<file path="src/gcl_pkg.sv">
// gcl_pkg: shared types and constants for the gcd and lcm block
// no dependencies
`default_nettype none
package gcl_pkg;
   localparam int DATA_WIDTH_DEF = 64;
   localparam int FIELD_WIDTH    = 64;

   localparam logic OP_GCD = 1'b0;
   localparam logic OP_LCM = 1'b1;

   typedef struct packed {
      logic                          operation;
      logic signed [FIELD_WIDTH-1:0] a;
      logic signed [FIELD_WIDTH-1:0] b;
   } req_type;

   typedef struct packed {
      logic signed [FIELD_WIDTH-1:0] result;
      logic                          overflow;
   } rsp_type;
endpackage
`default_nettype wire

</file>
<file path="src/gcl_core.sv">
// gcl_core: sequencer around one shared add/subtract unit doing euclid
// remainders, the exact quotient and a shift-add multiply; uses gcl_pkg
`default_nettype none
module gcl_core import gcl_pkg::*; #(
   parameter int DATA_WIDTH = DATA_WIDTH_DEF
) (
   input  wire logic                  clock,
   input  wire logic                  reset,
   input  wire logic                  start,
   input  wire logic                  op,
   input  wire logic [DATA_WIDTH-1:0] a,
   input  wire logic [DATA_WIDTH-1:0] b,
   output logic                       done,
   output logic [DATA_WIDTH-1:0]      res,
   output logic                       ovf
);
   localparam int W  = DATA_WIDTH;
   localparam int CW = $clog2(W);
   localparam logic [2:0] S_IDLE  = 3'd0;
   localparam logic [2:0] S_CHECK = 3'd1;
   localparam logic [2:0] S_DIV   = 3'd2;
   localparam logic [2:0] S_QDIV  = 3'd3;
   localparam logic [2:0] S_MUL   = 3'd4;
   localparam logic [2:0] S_DONE  = 3'd5;
   localparam logic [W-1:0] SIGN  = {1'b1, {(W-1){1'b0}}};

   logic [2:0]    state_ff, state_in;
   logic [CW-1:0] cnt_ff, cnt_in;
   logic [W-1:0]  x_ff, x_in, y_ff, y_in, n_ff, n_in, rem_ff, rem_in;
   logic [W-1:0]  ma_ff, ma_in, mb_ff, mb_in, res_ff, res_in;
   logic          neg_ff, neg_in, op_ff, op_in, ovf_ff, ovf_in;

   logic [W-1:0]  ma, mb, lim, dvs;
   logic [W:0]    opa;
   logic [W-1:0]  opb;
   logic          sub;
   logic [W+1:0]  sum;
   logic          ge, last;

   assign ma = a[W-1] ? (~a + 1'b1) : a;
   assign mb = b[W-1] ? (~b + 1'b1) : b;
   assign dvs = (state_ff == S_QDIV) ? x_ff : y_ff;
   assign last = (cnt_ff == '0);

   // shared unit: subtract for a division step, add for a multiply step
   always_comb begin
      sub = (state_ff != S_MUL);
      if (sub) begin
         opa = {rem_ff, n_ff[W-1]};
         opb = dvs;
      end else begin
         opa = {1'b0, rem_ff};
         opb = n_ff[0] ? x_ff : '0;
      end
      sum = {1'b0, opa} + (sub ? ~{2'b0, opb} : {2'b0, opb}) + {{(W+1){1'b0}}, sub};
      ge  = !sum[W+1];
   end

   assign lim = neg_ff ? SIGN : (SIGN - 1'b1);

   always_comb begin
      state_in = state_ff;
      cnt_in   = cnt_ff;
      x_in     = x_ff;
      y_in     = y_ff;
      n_in     = n_ff;
      rem_in   = rem_ff;
      ma_in    = ma_ff;
      mb_in    = mb_ff;
      neg_in   = neg_ff;
      op_in    = op_ff;
      res_in   = res_ff;
      ovf_in   = ovf_ff;
      case (state_ff)
         S_IDLE: begin
            if (start) begin
               ma_in  = ma;
               mb_in  = mb;
               x_in   = ma;
               y_in   = mb;
               op_in  = op;
               neg_in = a[W-1] ^ b[W-1];
               res_in = '0;
               ovf_in = 1'b0;
               if (op == OP_LCM && (a == '0 || b == '0)) begin
                  state_in = S_DONE;
               end else begin
                  state_in = S_CHECK;
               end
            end
         end
         S_CHECK: begin
            rem_in = '0;
            cnt_in = CW'(W - 1);
            if (y_ff == '0) begin
               if (op_ff == OP_GCD) begin
                  res_in   = x_ff;
                  state_in = S_DONE;
               end else begin
                  // x holds the gcd, now divide |a| by it
                  n_in     = ma_ff;
                  state_in = S_QDIV;
               end
            end else begin
               n_in     = x_ff;
               state_in = S_DIV;
            end
         end
         S_DIV, S_QDIV: begin
            rem_in = ge ? sum[W-1:0] : opa[W-1:0];
            n_in   = {n_ff[W-2:0], ge};
            cnt_in = cnt_ff - 1'b1;
            if (last) begin
               if (state_ff == S_DIV) begin
                  x_in     = y_ff;
                  y_in     = rem_in;
                  state_in = S_CHECK;
               end else begin
                  x_in     = n_in;
                  rem_in   = '0;
                  n_in     = mb_ff;
                  cnt_in   = CW'(W - 1);
                  state_in = S_MUL;
               end
            end
         end
         S_MUL: begin
            rem_in = sum[W:1];
            n_in   = {sum[0], n_ff[W-1:1]};
            cnt_in = cnt_ff - 1'b1;
            if (last) begin
               res_in   = neg_ff ? (~n_in + 1'b1) : n_in;
               ovf_in   = (rem_in != '0) || (n_in > lim);
               state_in = S_DONE;
            end
         end
         S_DONE: begin
            state_in = S_IDLE;
         end
         default: begin
            state_in = S_IDLE;
         end
      endcase
   end

   always_ff @(posedge clock) begin
      if (reset) begin
         state_ff <= S_IDLE;
      end else begin
         state_ff <= state_in;
      end
      cnt_ff <= cnt_in;
      x_ff   <= x_in;
      y_ff   <= y_in;
      n_ff   <= n_in;
      rem_ff <= rem_in;
      ma_ff  <= ma_in;
      mb_ff  <= mb_in;
      neg_ff <= neg_in;
      op_ff  <= op_in;
      res_ff <= res_in;
      ovf_ff <= ovf_in;
   end

   assign done = (state_ff == S_DONE);
   assign res  = res_ff;
   assign ovf  = ovf_ff;
endmodule
`default_nettype wire

</file>
<file path="src/gcd_and_lcm.sv">
// gcd_and_lcm: top level with valid/stall channels and result register
// uses gcl_pkg and gcl_core
`default_nettype none
// One item at a time. How long an item runs depends on its data and on the
// shared add/subtract unit in gcl_core: a gcd runs one division per
// euclid remainder; an lcm then adds the exact quotient and the shift-add
// multiply. An lcm with a zero operand goes straight to done with a zero
// result. req_stall stays high from acceptance until the result item is taken.
module gcd_and_lcm import gcl_pkg::*; #(
   parameter int DATA_WIDTH = DATA_WIDTH_DEF
) (
   input  wire logic    clock,
   input  wire logic    reset,
   input  wire logic    req_valid,
   output logic         req_stall,
   input  wire req_type req,
   output logic         rsp_valid,
   input  wire logic    rsp_stall,
   output rsp_type      rsp
);
   logic                  busy_ff, busy_in, valid_ff, valid_in;
   rsp_type               rsp_ff, rsp_in;
   logic                  accept, done, ovf;
   logic [DATA_WIDTH-1:0] res;

   assign accept = req_valid && !req_stall;

   gcl_core #(.DATA_WIDTH(DATA_WIDTH)) u_core (
      .clock (clock),
      .reset (reset),
      .start (accept),
      .op    (req.operation),
      .a     (req.a[DATA_WIDTH-1:0]),
      .b     (req.b[DATA_WIDTH-1:0]),
      .done  (done),
      .res   (res),
      .ovf   (ovf)
   );

   always_comb begin
      busy_in  = busy_ff;
      valid_in = valid_ff;
      rsp_in   = rsp_ff;
      if (accept) begin
         busy_in = 1'b1;
      end
      if (done) begin
         valid_in        = 1'b1;
         rsp_in.result   = FIELD_WIDTH'(signed'(res));
         rsp_in.overflow = ovf;
      end else if (valid_ff && !rsp_stall) begin
         valid_in = 1'b0;
         busy_in  = 1'b0;
      end
   end

   always_ff @(posedge clock) begin
      if (reset) begin
         busy_ff  <= 1'b0;
         valid_ff <= 1'b0;
      end else begin
         busy_ff  <= busy_in;
         valid_ff <= valid_in;
      end
      rsp_ff <= rsp_in;
   end

   assign req_stall = busy_ff;
   assign rsp_valid = valid_ff;
   assign rsp       = rsp_ff;
endmodule
`default_nettype wire

</file>
<file path="config.mk">
export PLATFORM = sky130hd
export DESIGN_NAME = gcd_and_lcm
export DESIGN_NICKNAME = d
export VERILOG_FILES = /design/src/gcl_pkg.sv /design/src/gcl_core.sv /design/src/gcd_and_lcm.sv
export SDC_FILE = /design/constraint.sdc
export NUM_CORES = 1
export LEC_CHECK = 0
export ABC_CLOCK_PERIOD_IN_PS = 9750
export BUFFER_PORTS_ARGS = -buffer_cell sky130_fd_sc_hd__buf_2
export CORE_ASPECT_RATIO = 1.4
export CORE_UTILIZATION = 35
export CTS_CLUSTER_SIZE = 8
export DETAILED_ROUTE_END_ITERATION = 12
export HOLD_SLACK_MARGIN = 0.06
export PLACE_DENSITY = 0.61
export SLEW_MARGIN = 40
export SYNTH_ARGS = -nofsm -noshare
export SYNTH_HDL_FRONTEND = slang
export SYNTH_SLANG_ARGS = --single-unit
</file>
<file path="constraint.sdc">
create_clock -name clock -period 9.75 [get_ports clock]
set_clock_uncertainty 0.1 [all_clocks]
set_input_delay 0.975 -clock clock [delete_from_list [all_inputs] [get_ports clock]]
set_output_delay 0.975 -clock clock [all_outputs]
set_load 0.03 [all_outputs]
</file>
== Word level (Yosys, flattened, before mapping) ==
Cells that the tools add are included.
Word-level totals
  latch bits: 0
  register bits after elaboration: 527
  bits in read-only memories: 0
  bits of input ports: 133
  logic and storage cells: 118
  memories: 0
  bits in writable memories: 0
  output and inout port bits: 67
Operators by class
  multiplexer cells: 50
  order comparisons: 1
  eq/ne operators: 13
  shift-type cells: 0
  add/sub/neg operators: 6
  div/mod/pow operators: 0
  reductions and logical operators: 27
  multipliers: 0
  bitwise logic cells: 5
Operators by type and width (count)
  64-bit two-way mux: 24
  64-bit one-hot mux with 3 select lines: 3
  64-bit one-hot mux with 2 select lines: 2
  64-bit by 1-bit adder with 64-bit output (second input constant): 3
  64-bit zero test: 3
  64-bit NOT: 3
  65-bit by 66-bit adder with 66-bit output: 1
  66-bit by 1-bit adder with 66-bit output: 1
  66-bit two-way mux: 1
  64-bit NOT with 66-bit output: 1
  65-bit two-way mux: 1
  64-bit greater-than comparator: 1
  64-bit nonzero test: 1
  3-bit two-way mux: 7
  6-bit one-hot mux with 3 select lines: 1
  6-bit two-way mux: 2
  3-bit one-hot mux with 4 select lines: 1
  3-bit AND reduction: 3
  2-bit by 1-bit inequality test with 1-bit output (second input constant): 4
  1-bit two-way mux: 7
  3-bit by 2-bit equality test with 1-bit output (second input constant): 2
  3-bit equality test (second input constant): 2
  6-bit zero test: 1
  2-bit nonzero test: 3
  other kinds (16): 24

== Logic depth before layout (Yosys ltp) ==
Gate-level depths: netlist of run 1.
  word-level depth: 12
  gate-level depth with buffers: 22
  mapped depth without buffers: 16

== Cells and area by module ==
Synthesis of run 1 repeated with hierarchy kept, for this count alone.
Unflattened totals
  cells, all modules: 3559
  area, all modules: 34797.1 um^2
By module, submodules not included
  gcl_core: seq. area each 13783.2 um^2, area each 32770.2 um^2, times used 1, cells an instance 3486
  gcd_and_lcm: seq. area each 1991.9 um^2, area each 2026.9 um^2, times used 1, cells an instance 73

== Worst setup path after synthesis of run 1 ==
OpenSTA, ideal clock, no wires.
  path type: register to register
  from: reg u_core.state_ff[1]
  to: reg u_core.n_ff[0], enable pin
  stages on the path, launching flop included: 6
  clock period less this slack: 8.136 ns
  arrival time: 7.453 ns
  data required time: 9.066 ns
  library setup time: 0.584 ns
  slack: 1.614 ns
  path buffers: 2
  cells stage by stage: dfxtp_1 > clkbuf_1 > nor3b_2 > clkbuf_1 > or3_1 > a21boi_0
Between the ends
  word-level cells in the longest chain between the ends: 4
  elaborated cells between the ends (all ways): 8
  those cells by class: eq/ne (5); reduce/logical (3)
Ends and longest elaborated chain
  start, declared: RTL line gcl_core.sv:27  | logic [2:0] state_ff, state_in;
  start signal, assigned: RTL line gcl_core.sv:150  | state_ff <= state_in;
  3-bit by 2-bit equality test with 1-bit output: RTL line gcl_core.sv:74  | case (state_ff)
  2-bit OR reduction: RTL line gcl_core.sv:74
  3-bit nonzero test (no source line)
  2-bit AND reduction (no source line) *
  end signal, assigned: RTL line gcl_core.sv:155  | n_ff <= n_in;
  end, declared: RTL line gcl_core.sv:29  | logic [W-1:0] x_ff, x_in, y_ff, y_in, n_ff, n_in, rem_ff, rem_in;
Every way passes the cells marked *; elsewhere a longest branch is shown, timed or not.
A chain may end at the register's enable or synchronous reset.

== Worst setup path in the final report of run 1 ==
  from: reg u_core.state_ff[1]
  to: reg u_core.y_ff[35] (data pin)
Between the ends
  word-level cells in the longest chain between the ends: 11
  elaborated cells between the ends (all ways): 16
  those cells by class: add/sub (2); eq/ne (3); mux (8); bitwise (1); reduce/logical (2)
Ends and longest elaborated chain
  3-bit by 2-bit equality test with 1-bit output: RTL line gcl_core.sv:42, gcl_core.sv:74
  64-bit two-way mux: RTL line gcl_core.sv:42  | assign dvs = (state_ff == S_QDIV) ? x_ff : y_ff;
  64-bit two-way mux: RTL line gcl_core.sv:48  | if (sub) begin
  64-bit NOT with 66-bit output: RTL line gcl_core.sv:55  | sum = {1'b0, opa} + (sub ? ~{2'b0, opb} : {2'b0, opb}) + {{(W+1){1'b0}}, sub};
  66-bit two-way mux: RTL line gcl_core.sv:55
  65-bit by 66-bit adder with 66-bit output: RTL line gcl_core.sv:55
  66-bit by 1-bit adder with 66-bit output: RTL line gcl_core.sv:55
  64-bit two-way mux: RTL line gcl_core.sv:110  | rem_in = ge ? sum[W-1:0] : opa[W-1:0];
  64-bit two-way mux: RTL line gcl_core.sv:114  | if (state_ff == S_DIV) begin
  64-bit two-way mux: RTL line gcl_core.sv:113  | if (last) begin
  64-bit one-hot mux with 2 select lines *: RTL line gcl_core.sv:74
  net u_core.y_in[35]: RTL line gcl_core.sv:29
  end signal, assigned: RTL line gcl_core.sv:154  | y_ff <= y_in;
  end, declared: RTL line gcl_core.sv:29
The timed path passes the listed nets; every way through them passes the cells marked *. The select of a mux whose other input is x is not followed.

==> results of run 1 <==
registers in the layout, indices dropped and copies added (netlist names):
name             flops
rsp                 65
u_core.ma_ff        64
u_core.mb_ff        64
u_core.n_ff         64
u_core.rem_ff       64
u_core.res          64
u_core.x_ff         64
u_core.y_ff         64
u_core.cnt_ff        6
u_core.state_ff      3
req_stall            1
rsp_valid            1
u_core.neg_ff        1
u_core.op_ff         1
u_core.ovf           1
critical path, cell delays in order, from the launching register on:
cell                       delay (ns)
sky130_fd_sc_hd__dfxtp_1         0.75
sky130_fd_sc_hd__nor2b_4         0.63
sky130_fd_sc_hd__and2_2          0.54
sky130_fd_sc_hd__buf_4           0.48
sky130_fd_sc_hd__nand2_1         0.11
sky130_fd_sc_hd__a32o_1          0.30
sky130_fd_sc_hd__ha_1            0.40
sky130_fd_sc_hd__a21oi_1         0.32
sky130_fd_sc_hd__o21ai_0         0.16
sky130_fd_sc_hd__a21oi_1         0.29
sky130_fd_sc_hd__o32ai_1         0.17
sky130_fd_sc_hd__a21o_1          0.25
sky130_fd_sc_hd__a221oi_2        0.47
sky130_fd_sc_hd__a21oi_1         0.24
sky130_fd_sc_hd__o21ai_4         0.20
sky130_fd_sc_hd__buf_4           0.36
sky130_fd_sc_hd__buf_4           0.62
sky130_fd_sc_hd__a21oi_1         0.18
sky130_fd_sc_hd__a31o_2          0.27
sky130_fd_sc_hd__mux2_2          0.27
cells in the mapped netlist, drive strengths merged, types with 63 or more instances:
cell    instances  area share [%]
mux2i         209             6.1
a32o           63             1.8
xor2           95             2.4
o21ai         195             2.8
a21oi         269             3.9
ha            131             4.8
nand2         597             6.5
nor2          202             2.2
edfxtp        522              46
xnor2         149             3.8
o221ai         64             1.6
clkbuf        187             2.0
power by group through the flow:
stage                     Clock [uW]  Combinational (uW)  Sequential [uW]
after floorplan                    0                1230             2940
after global placement             0                1790             3030
after detailed placement           0                1820             3030
after CTS                       2480                1820             2990
after global routing            2550                2000             3010
final                           2460                1860             3000
placed cells by master (no fill, tap or decap), types with 33 or more instances in the layout:
master	synthesis	routed
sky130_fd_sc_hd__nand2_1	596	594
sky130_fd_sc_hd__edfxtp_1	522	522
sky130_fd_sc_hd__a21oi_1	269	268
sky130_fd_sc_hd__mux2i_1	209	209
sky130_fd_sc_hd__nor2_1	202	201
sky130_fd_sc_hd__buf_2	7	199
sky130_fd_sc_hd__o21ai_0	173	171
sky130_fd_sc_hd__xnor2_1	149	149
sky130_fd_sc_hd__ha_1	131	131
sky130_fd_sc_hd__xor2_1	95	95
sky130_fd_sc_hd__clkbuf_16	0	78
sky130_fd_sc_hd__o221ai_1	64	64
sky130_fd_sc_hd__a32o_1	63	63
sky130_fd_sc_hd__o31ai_1	53	53
sky130_fd_sc_hd__nand4_1	50	50
sky130_fd_sc_hd__a31oi_1	48	48
sky130_fd_sc_hd__nor3_1	50	46
sky130_fd_sc_hd__or3_1	46	45
sky130_fd_sc_hd__o22ai_1	43	43
sky130_fd_sc_hd__a21o_1	41	41
sky130_fd_sc_hd__inv_1	41	39
sky130_fd_sc_hd__nand3_1	36	36
sky130_fd_sc_hd__or4_1	33	33
cells by family (layout without fill, tap and decap cells):
logic type | Yosys count | count (layout) | synth area share (%)
buffers and inverters | 272 | 382 | 3.01
flip-flops | 527 | 527 | 45.9
AND/OR/NAND/NOR | 1153 | 1153 | 15.4
AO/OA/AOI/OAI | 936 | 936 | 18.0
multiplexers | 229 | 229 | 6.74
adder cells (fa/ha/maj) | 132 | 132 | 4.83
other | 0 | 4 | 0
XOR/XNOR | 244 | 244 | 6.22
layout make-up:
| cell class | instances | share of cell area (%) |
|---|---|---|
| tap | 1301 | 4.19 |
| clock inverter | 8 | 0.229 |
| multi-input combinational | 2694 | 45.7 |
| sequential | 527 | 40.6 |
| timing repair buffer | 241 | 3.62 |
| inverter | 41 | 0.409 |
| clock buffer | 92 | 5.16 |
| antenna | 4 | 0.0258 |
metal layers:
metal	GRT usage, %	up-vias	routed length, um
li1	-	13400	-
met1	33.0	14300	51800
met2	38.0	1512	56300
met3	4.66	225	11400
met4	10.4	10	5490
met5	0	-	53
through the flow:
| stage | instance area, um2 | util (%) | worst slack, ns | std cells | power, uW |
|---|---|---|---|---|---|
| floorplan | 34400 | - | 1.61 | 3493 | 4170 |
| global placement | 36600 | 37.7 | 2.52 | 4802 | 4830 |
| detailed placement | 36700 | 37.8 | 2.44 | 4803 | 4850 |
| CTS | 38800 | 40.0 | 2.41 | 4903 | 7290 |
| global route | 38800 | 40.0 | 1.82 | 4905 | 7570 |
| finish | 38800 | 40.0 | 2.34 | 4908 | 7320 |
how the worst min path moves through the flow:
stage                     slack (ns)           start  endpoint  cells after the start
after floorplan                 0.30      u_core.ovf    rsp[0]                      0
final                           0.31  u_core.res[38]   rsp[39]                      0
after global routing            0.32  u_core.res[62]   rsp[63]                      0
after global placement          0.30   u_core.res[6]    rsp[7]                      0
after detailed placement        0.30  u_core.res[12]   rsp[13]                      0
after CTS                       0.31  u_core.res[38]   rsp[39]                      0
==> run_summary.xml, run 1 <==
<?xml version="1.0" encoding="UTF-8"?>
<metrics>
  <group name="global_route">
    <metric name="grt_start_max_net_pins" unit="">155</metric>
    <metric name="antenna_found_initial" unit="">8</metric>
    <metric name="first_global_vias" unit="">27400</metric>
    <metric name="overall_fraction_of_global_route_tracks_in_use" unit="%">24.4</metric>
    <metric name="global_route_wire_length_before_repair" unit="um">182000</metric>
    <metric name="globalRoute.totalOverflow" unit="">0</metric>
  </group>
  <group name="sta">
    <metric name="setup_viol_count_final" unit="">0</metric>
    <metric name="max_slew.worst_pin.slew" unit="ns">0.919</metric>
    <metric name="final_min_period_over_clock_period" unit="%">76.0</metric>
    <metric name="setup_tns" unit="ns">0</metric>
    <metric name="final_hold_viol_count" unit="">0</metric>
    <metric name="maxClockFrequency" unit="MHz">135</metric>
    <metric name="setup_repair_after_global_routing_missed_its_margin" unit="">false</metric>
    <metric name="timing.slew.headroom" unit="%">38.7</metric>
    <metric name="whs" unit="ns">0.312</metric>
    <metric name="period_needed" unit="ns">7.41</metric>
    <metric name="timing_max_transition_violations_final" unit="">0</metric>
  </group>
  <group name="logic_synthesis">
    <metric name="synthCells" unit="">3493</metric>
    <metric name="yosysSeqAreaShare" unit="%">45.9</metric>
    <metric name="synth_seq_cells" unit="">527</metric>
    <metric name="number_of_enable_type_register_cells_in_the_synthesized_netlist" unit="">522</metric>
    <metric name="ys_dominant_reg_cell" unit="">sky130_fd_sc_hd__edfxtp_1</metric>
    <metric name="synth.avg_cell_area" unit="um2">9.84</metric>
    <metric name="synth-warning-count" unit="">0</metric>
    <metric name="mappedNetlistNets" unit="">3758</metric>
    <metric name="postSynth.asyncResetShare" unit="%">0</metric>
    <metric name="mappedNetlistArea" unit="um2">34400</metric>
    <metric name="synth.lib_cells_used.distinct" unit="">84</metric>
  </group>
  <group name="job">
    <metric name="max-cap-violations" unit="">0</metric>
  </group>
  <group name="pwr">
    <metric name="clock_power_share" unit="%">33.5</metric>
    <metric name="vdd.ir_drop.worst" unit="V">0.000107</metric>
    <metric name="total_power_density_per_cell_area" unit="nW/um2">189</metric>
    <metric name="switching_share" unit="%">33.6</metric>
    <metric name="power_frac_comb" unit="%">25.5</metric>
    <metric name="power_switching" unit="uW">2460</metric>
    <metric name="static-leakage-power" unit="uW">0.0135</metric>
    <metric name="power.sequential.fraction" unit="%">41.0</metric>
    <metric name="p_int" unit="uW">4870</metric>
  </group>
  <group name="route">
    <metric name="drt_first_pass_iters" unit="">5</metric>
    <metric name="drc_violations_left" unit="">0</metric>
    <metric name="via_per_inst" unit="">5.99</metric>
    <metric name="via_count" unit="">29400</metric>
    <metric name="totalWireLength" unit="um">125000</metric>
    <metric name="post_dr_wirelength_cell" unit="um">25.5</metric>
    <metric name="violation_count_after_the_first_detailed_route_iteration" unit="">3289</metric>
    <metric name="antenna_violating_nets_left" unit="">0</metric>
  </group>
  <group name="setup_path">
    <metric name="critical_path_class" unit="">reg -&gt; reg</metric>
    <metric name="worst_r2r_startpoint" unit="">u_core.state_ff[1]</metric>
    <metric name="worst_setup_path_end_kind" unit="">flop</metric>
    <metric name="critical_path_required" unit="ns">10.03</metric>
    <metric name="worstSetupEndpoint" unit="">u_core.y_ff[35]</metric>
    <metric name="setup.worst_path.start_class" unit="">flop</metric>
    <metric name="worst-r2r-setup-slack" unit="ns">2.34</metric>
    <metric name="cp.arrival" unit="ns">7.69</metric>
    <metric name="critical_path.max_fanout" unit="">64</metric>
    <metric name="cp-startpoint" unit="">u_core.state_ff[1]</metric>
    <metric name="crit-reg2reg-capture" unit="">u_core.y_ff[35]</metric>
    <metric name="timing.reg2reg.worst_path_depth" unit="">19</metric>
  </group>
  <group name="placement">
    <metric name="gp_congestion" unit="">0.944</metric>
    <metric name="port_buffers" unit="">199</metric>
    <metric name="detailed_place_hpwl" unit="um">92700</metric>
  </group>
  <group name="floorplan">
    <metric name="die-height" unit="um">373</metric>
    <metric name="start_util" unit="%">35.5</metric>
    <metric name="floorplan.die_area" unit="um2">99500</metric>
    <metric name="ios" unit="">200</metric>
    <metric name="num_rows" unit="">135</metric>
    <metric name="core-area" unit="um2">97000</metric>
    <metric name="chipWidth" unit="um">267</metric>
  </group>
  <group name="clock_network">
    <metric name="number_of_levels_the_h_tree_was_split_into" unit="">3</metric>
    <metric name="post-cts-setup-buffers" unit="">0</metric>
    <metric name="number_of_buffers_created_by_cts" unit="">76</metric>
    <metric name="number_of_gates_given_a_new_drive_strength_after_cts" unit="">0</metric>
    <metric name="clk_path_buf_depth" unit="">3</metric>
    <metric name="clock_tree_from_tritoncts" unit="">yes</metric>
    <metric name="worstSkewPairLatency" unit="ns">0.65</metric>
    <metric name="root_buffer" unit="">sky130_fd_sc_hd__clkbuf_16</metric>
    <metric name="cts_hold_repair.buffers" unit="">0</metric>
    <metric name="tritoncts_num_sinks" unit="">527</metric>
    <metric name="cts.reportedPaths.clkPinSlew" unit="ns">0.06</metric>
  </group>
  <group name="min_path">
    <metric name="hold_path.class" unit="">reg -&gt; reg</metric>
  </group>
  <group name="outcome">
    <metric name="run_status" unit="">finished clean</metric>
  </group>
  <group name="cells_and_area">
    <metric name="share_of_cells_above_drive_strength_1" unit="%">11.5</metric>
    <metric name="layout.nets" unit="">3846</metric>
    <metric name="multiInputGateArea" unit="um2">17700</metric>
    <metric name="syn2layout_area_growth" unit="%">12.9</metric>
    <metric name="sequential_cell_area" unit="um2">15800</metric>
    <metric name="fillCellCount" unit="">9539</metric>
  </group>
</metrics>
(Power assumes the default switching activity.)
==> run 2: changes to the inputs <==
--- a/config.mk
+++ b/config.mk
@@ -5,14 +5,14 @@
 export SDC_FILE = /design/constraint.sdc
 export NUM_CORES = 1
 export LEC_CHECK = 0
-export ABC_CLOCK_PERIOD_IN_PS = 9750
+export ABC_CLOCK_PERIOD_IN_PS = 6600
 export BUFFER_PORTS_ARGS = -buffer_cell sky130_fd_sc_hd__buf_2
 export CORE_ASPECT_RATIO = 1.4
 export CORE_UTILIZATION = 35
 export CTS_CLUSTER_SIZE = 8
 export DETAILED_ROUTE_END_ITERATION = 12
 export HOLD_SLACK_MARGIN = 0.06
-export PLACE_DENSITY = 0.61
+export PLACE_DENSITY = 0.63
 export SLEW_MARGIN = 40
 export SYNTH_ARGS = -nofsm -noshare
 export SYNTH_HDL_FRONTEND = slang
==> constraint.sdc (replaced) <==
create_clock -name clock -period 6.6 [get_ports clock]
set_clock_uncertainty 0.1 [all_clocks]
set_input_delay 0.66 -clock clock [delete_from_list [all_inputs] [get_ports clock]]
set_output_delay 0.66 -clock clock [all_outputs]
set_load 0.03 [all_outputs]
==> run 2 against run 1 <==
  * Highest routed layer unchanged
  * Critical path depth fell by 2
  * Sequential cell count did not move
  * Final area rose by 0.75%
  * Die area did not move
  * Register-to-register slack got worse by 1.8 ns
  * Sequential power rose by 47%
  * Non-clock buffer count rose by 30
  * Utilization rose by 0.30 points
  * Hold slack got worse by 0.14 ns
  * Combinational power rose by 51%
==> run_summary.xml, run 2 (synthesized netlist as in run 1, its figures left out) <==
<?xml version="1.0" encoding="UTF-8"?>
<metrics>
  <group name="pwr">
    <metric name="clock_power_share" unit="%">33.5</metric>
    <metric name="total_power_density_per_cell_area" unit="nW/um2">278</metric>
    <metric name="totalPowerFinal" unit="uW">10900</metric>
    <metric name="switching_share" unit="%">33.1</metric>
    <metric name="p_int" unit="uW">7260</metric>
    <metric name="power_frac_comb" unit="%">25.8</metric>
    <metric name="static-leakage-power" unit="uW">0.0137</metric>
    <metric name="vdd.ir_drop.worst" unit="V">0.000221</metric>
    <metric name="power_switching" unit="uW">3600</metric>
    <metric name="power.sequential.fraction" unit="%">40.7</metric>
  </group>
  <group name="sta">
    <metric name="final_hold_viol_count" unit="">0</metric>
    <metric name="final_min_period_over_clock_period" unit="%">91.4</metric>
    <metric name="maxClockFrequency" unit="MHz">166</metric>
    <metric name="timing.slew.headroom" unit="%">36.3</metric>
    <metric name="finalWorstSetupSlack" unit="ns">0.567</metric>
    <metric name="max_slew.worst_pin.slew" unit="ns">0.948</metric>
    <metric name="setup_tns" unit="ns">0</metric>
    <metric name="period_needed" unit="ns">6.03</metric>
    <metric name="timing_max_transition_violations_final" unit="">0</metric>
    <metric name="setup_viol_count_final" unit="">0</metric>
    <metric name="setup_repair_after_global_routing_missed_its_margin" unit="">false</metric>
  </group>
  <group name="clock_network">
    <metric name="post-cts-setup-buffers" unit="">0</metric>
    <metric name="number_of_levels_the_h_tree_was_split_into" unit="">3</metric>
    <metric name="root_buffer" unit="">sky130_fd_sc_hd__clkbuf_16</metric>
    <metric name="worstSkewPairLatency" unit="ns">0.65</metric>
    <metric name="clock_tree_from_tritoncts" unit="">yes</metric>
    <metric name="cts.reportedPaths.clkPinSlew" unit="ns">0.06</metric>
    <metric name="cts_hold_repair.buffers" unit="">0</metric>
    <metric name="number_of_gates_given_a_new_drive_strength_after_cts" unit="">0</metric>
    <metric name="number_of_buffers_created_by_cts" unit="">77</metric>
    <metric name="clk_path_buf_depth" unit="">3</metric>
    <metric name="tritoncts_num_sinks" unit="">527</metric>
  </group>
  <group name="setup_path">
    <metric name="cp.arrival" unit="ns">6.30</metric>
    <metric name="cell_family_contributing_the_most_delay_on_the_critical_path" unit="">simple AND/OR/NAND/NOR gates</metric>
    <metric name="worst_path_cell_trace" unit="">nor3b_4 &gt; and2_2 &gt; buf_4 &gt; a32o_1 &gt; ha_1 &gt; a21oi_1 &gt; o21ai_0 &gt; o211ai_1 &gt; buf_4 &gt; a21oi_1 &gt; nor3_1 &gt; o31ai_1 &gt; xnor2_1 &gt; nor4bb_1 &gt; nand4bb_1 &gt; nor4_1 &gt; a31oi_1</metric>
    <metric name="critical_path_buf_inv_count" unit="">2</metric>
    <metric name="setup.worst_path.start_class" unit="">flop</metric>
    <metric name="critical_path_class" unit="">reg -&gt; reg</metric>
    <metric name="cp_slowest_cell" unit="">sky130_fd_sc_hd__dfxtp_1</metric>
    <metric name="critical_path.max_fanout" unit="">19</metric>
    <metric name="worst_setup_path_end_kind" unit="">flop</metric>
    <metric name="cpPeakStageDelay" unit="ns">0.68</metric>
    <metric name="critical_path_required" unit="ns">6.86</metric>
  </group>
  <group name="outcome">
    <metric name="run_status" unit="">finished clean</metric>
  </group>
  <group name="global_route">
    <metric name="first_global_vias" unit="">27600</metric>
    <metric name="grt_start_max_net_pins" unit="">123</metric>
    <metric name="antenna_found_initial" unit="">10</metric>
    <metric name="overall_fraction_of_global_route_tracks_in_use" unit="%">24.3</metric>
    <metric name="global_route_wire_length_before_repair" unit="um">181000</metric>
    <metric name="globalRoute.totalOverflow" unit="">0</metric>
  </group>
  <group name="route">
    <metric name="post_dr_wirelength_cell" unit="um">25.1</metric>
    <metric name="drc_violations_left" unit="">0</metric>
    <metric name="totalWireLength" unit="um">124000</metric>
    <metric name="drt_first_pass_iters" unit="">7</metric>
    <metric name="antenna_violating_nets_left" unit="">0</metric>
    <metric name="violation_count_after_the_first_detailed_route_iteration" unit="">3246</metric>
    <metric name="via_per_inst" unit="">5.94</metric>
    <metric name="via_count" unit="">29300</metric>
  </group>
  <group name="cells_and_area">
    <metric name="largest_reg_flops" unit="">65</metric>
    <metric name="syn2layout_area_growth" unit="%">13.8</metric>
    <metric name="post-route-cell-area" unit="um2">39100</metric>
    <metric name="fillCellCount" unit="">9483</metric>
    <metric name="layout.nets" unit="">3877</metric>
    <metric name="most_common_cell_after_layout_fill_and_taps_aside" unit="">sky130_fd_sc_hd__nand2_1</metric>
    <metric name="final_cell_mix" unit="">sky130_fd_sc_hd__nand2_1 (594), sky130_fd_sc_hd__edfxtp_1 (522), sky130_fd_sc_hd__a21oi_1 (269), sky130_fd_sc_hd__mux2i_1 (209), sky130_fd_sc_hd__nor2_1 (201)</metric>
    <metric name="share_of_cells_above_drive_strength_1" unit="%">12.1</metric>
  </group>
  <group name="floorplan">
    <metric name="start_util" unit="%">35.5</metric>
    <metric name="num_rows" unit="">135</metric>
    <metric name="core-area" unit="um2">97000</metric>
    <metric name="ios" unit="">200</metric>
    <metric name="floorplan.die_area" unit="um2">99500</metric>
    <metric name="die-height" unit="um">373</metric>
    <metric name="chipWidth" unit="um">267</metric>
  </group>
  <group name="placement">
    <metric name="detailed_place_hpwl" unit="um">93100</metric>
    <metric name="place_ws" unit="ns">0.615</metric>
    <metric name="gp_congestion" unit="">0.946</metric>
    <metric name="place_area" unit="um2">36900</metric>
    <metric name="port_buffers" unit="">199</metric>
  </group>
  <group name="job">
    <metric name="max-cap-violations" unit="">0</metric>
  </group>
  <group name="min_path">
    <metric name="hold_path.class" unit="">in -&gt; reg</metric>
  </group>
</metrics>
run 2: final cells by class:
class,count,area (um2),share of cell area (%)
repair buffers,271,1710,4.38
multi-input cells,2694,17700,45.2
clock inverters,9,88.8,0.227
inverters,41,159,0.406
flip-flops and latches,527,15800,40.3
clock buffers,90,2040,5.21
diodes,4,10.0,0.0256
well taps,1301,1630,4.16
run 2: per-layer routing:
layer	GRT usage (%)	routed length [um]	part of all wire, %
met5	0	70	0.056
met2	36.9	54700	44
met3	4.74	11300	9.1
met1	32.9	51400	41
met4	12.1	6640	5.4
run 2: power groups by stage:
stage,Combinational (uW),Clock (uW),Sequential [uW]
after floorplan,1820,0,4340
after global placement,2710,0,4460
after detailed placement,2730,0,4470
after CTS,2740,3700,4410
after global routing,3010,3820,4440
final,2800,3640,4420
run 2: worst reg2reg max path: cells and delay by family (launching register included):
kind            cells  cell delay, ns
buf+inv             2            0.51
simple gates        6            2.12
fa+ha+maj           1            0.34
flops               1            0.68
xor+xnor            1            0.58
compound gates      7            1.43
run 2: worst paths after layout:
check	from	to	slack, ns	depth (start not counted)
worst min-delay path	rsp_stall	rsp_valid	0.17	3
worst max-delay path	u_core.state_ff[2]	u_core.ovf	0.57	17
worst max register to register	u_core.state_ff[2]	u_core.ovf	0.57	17
worst min register to register	u_core.res[49]	rsp[50]	0.31	0
run 2: through the flow:
stage,std cells,util [%],hold WS (ns)
final,4937,40.3,0.173
after global routing,4933,40.3,0.169
after CTS,4932,40.3,0.122
after detailed placement,4833,38.1,0.305
after global placement,4832,38.0,0.301
after floorplan,3493,-,0.300
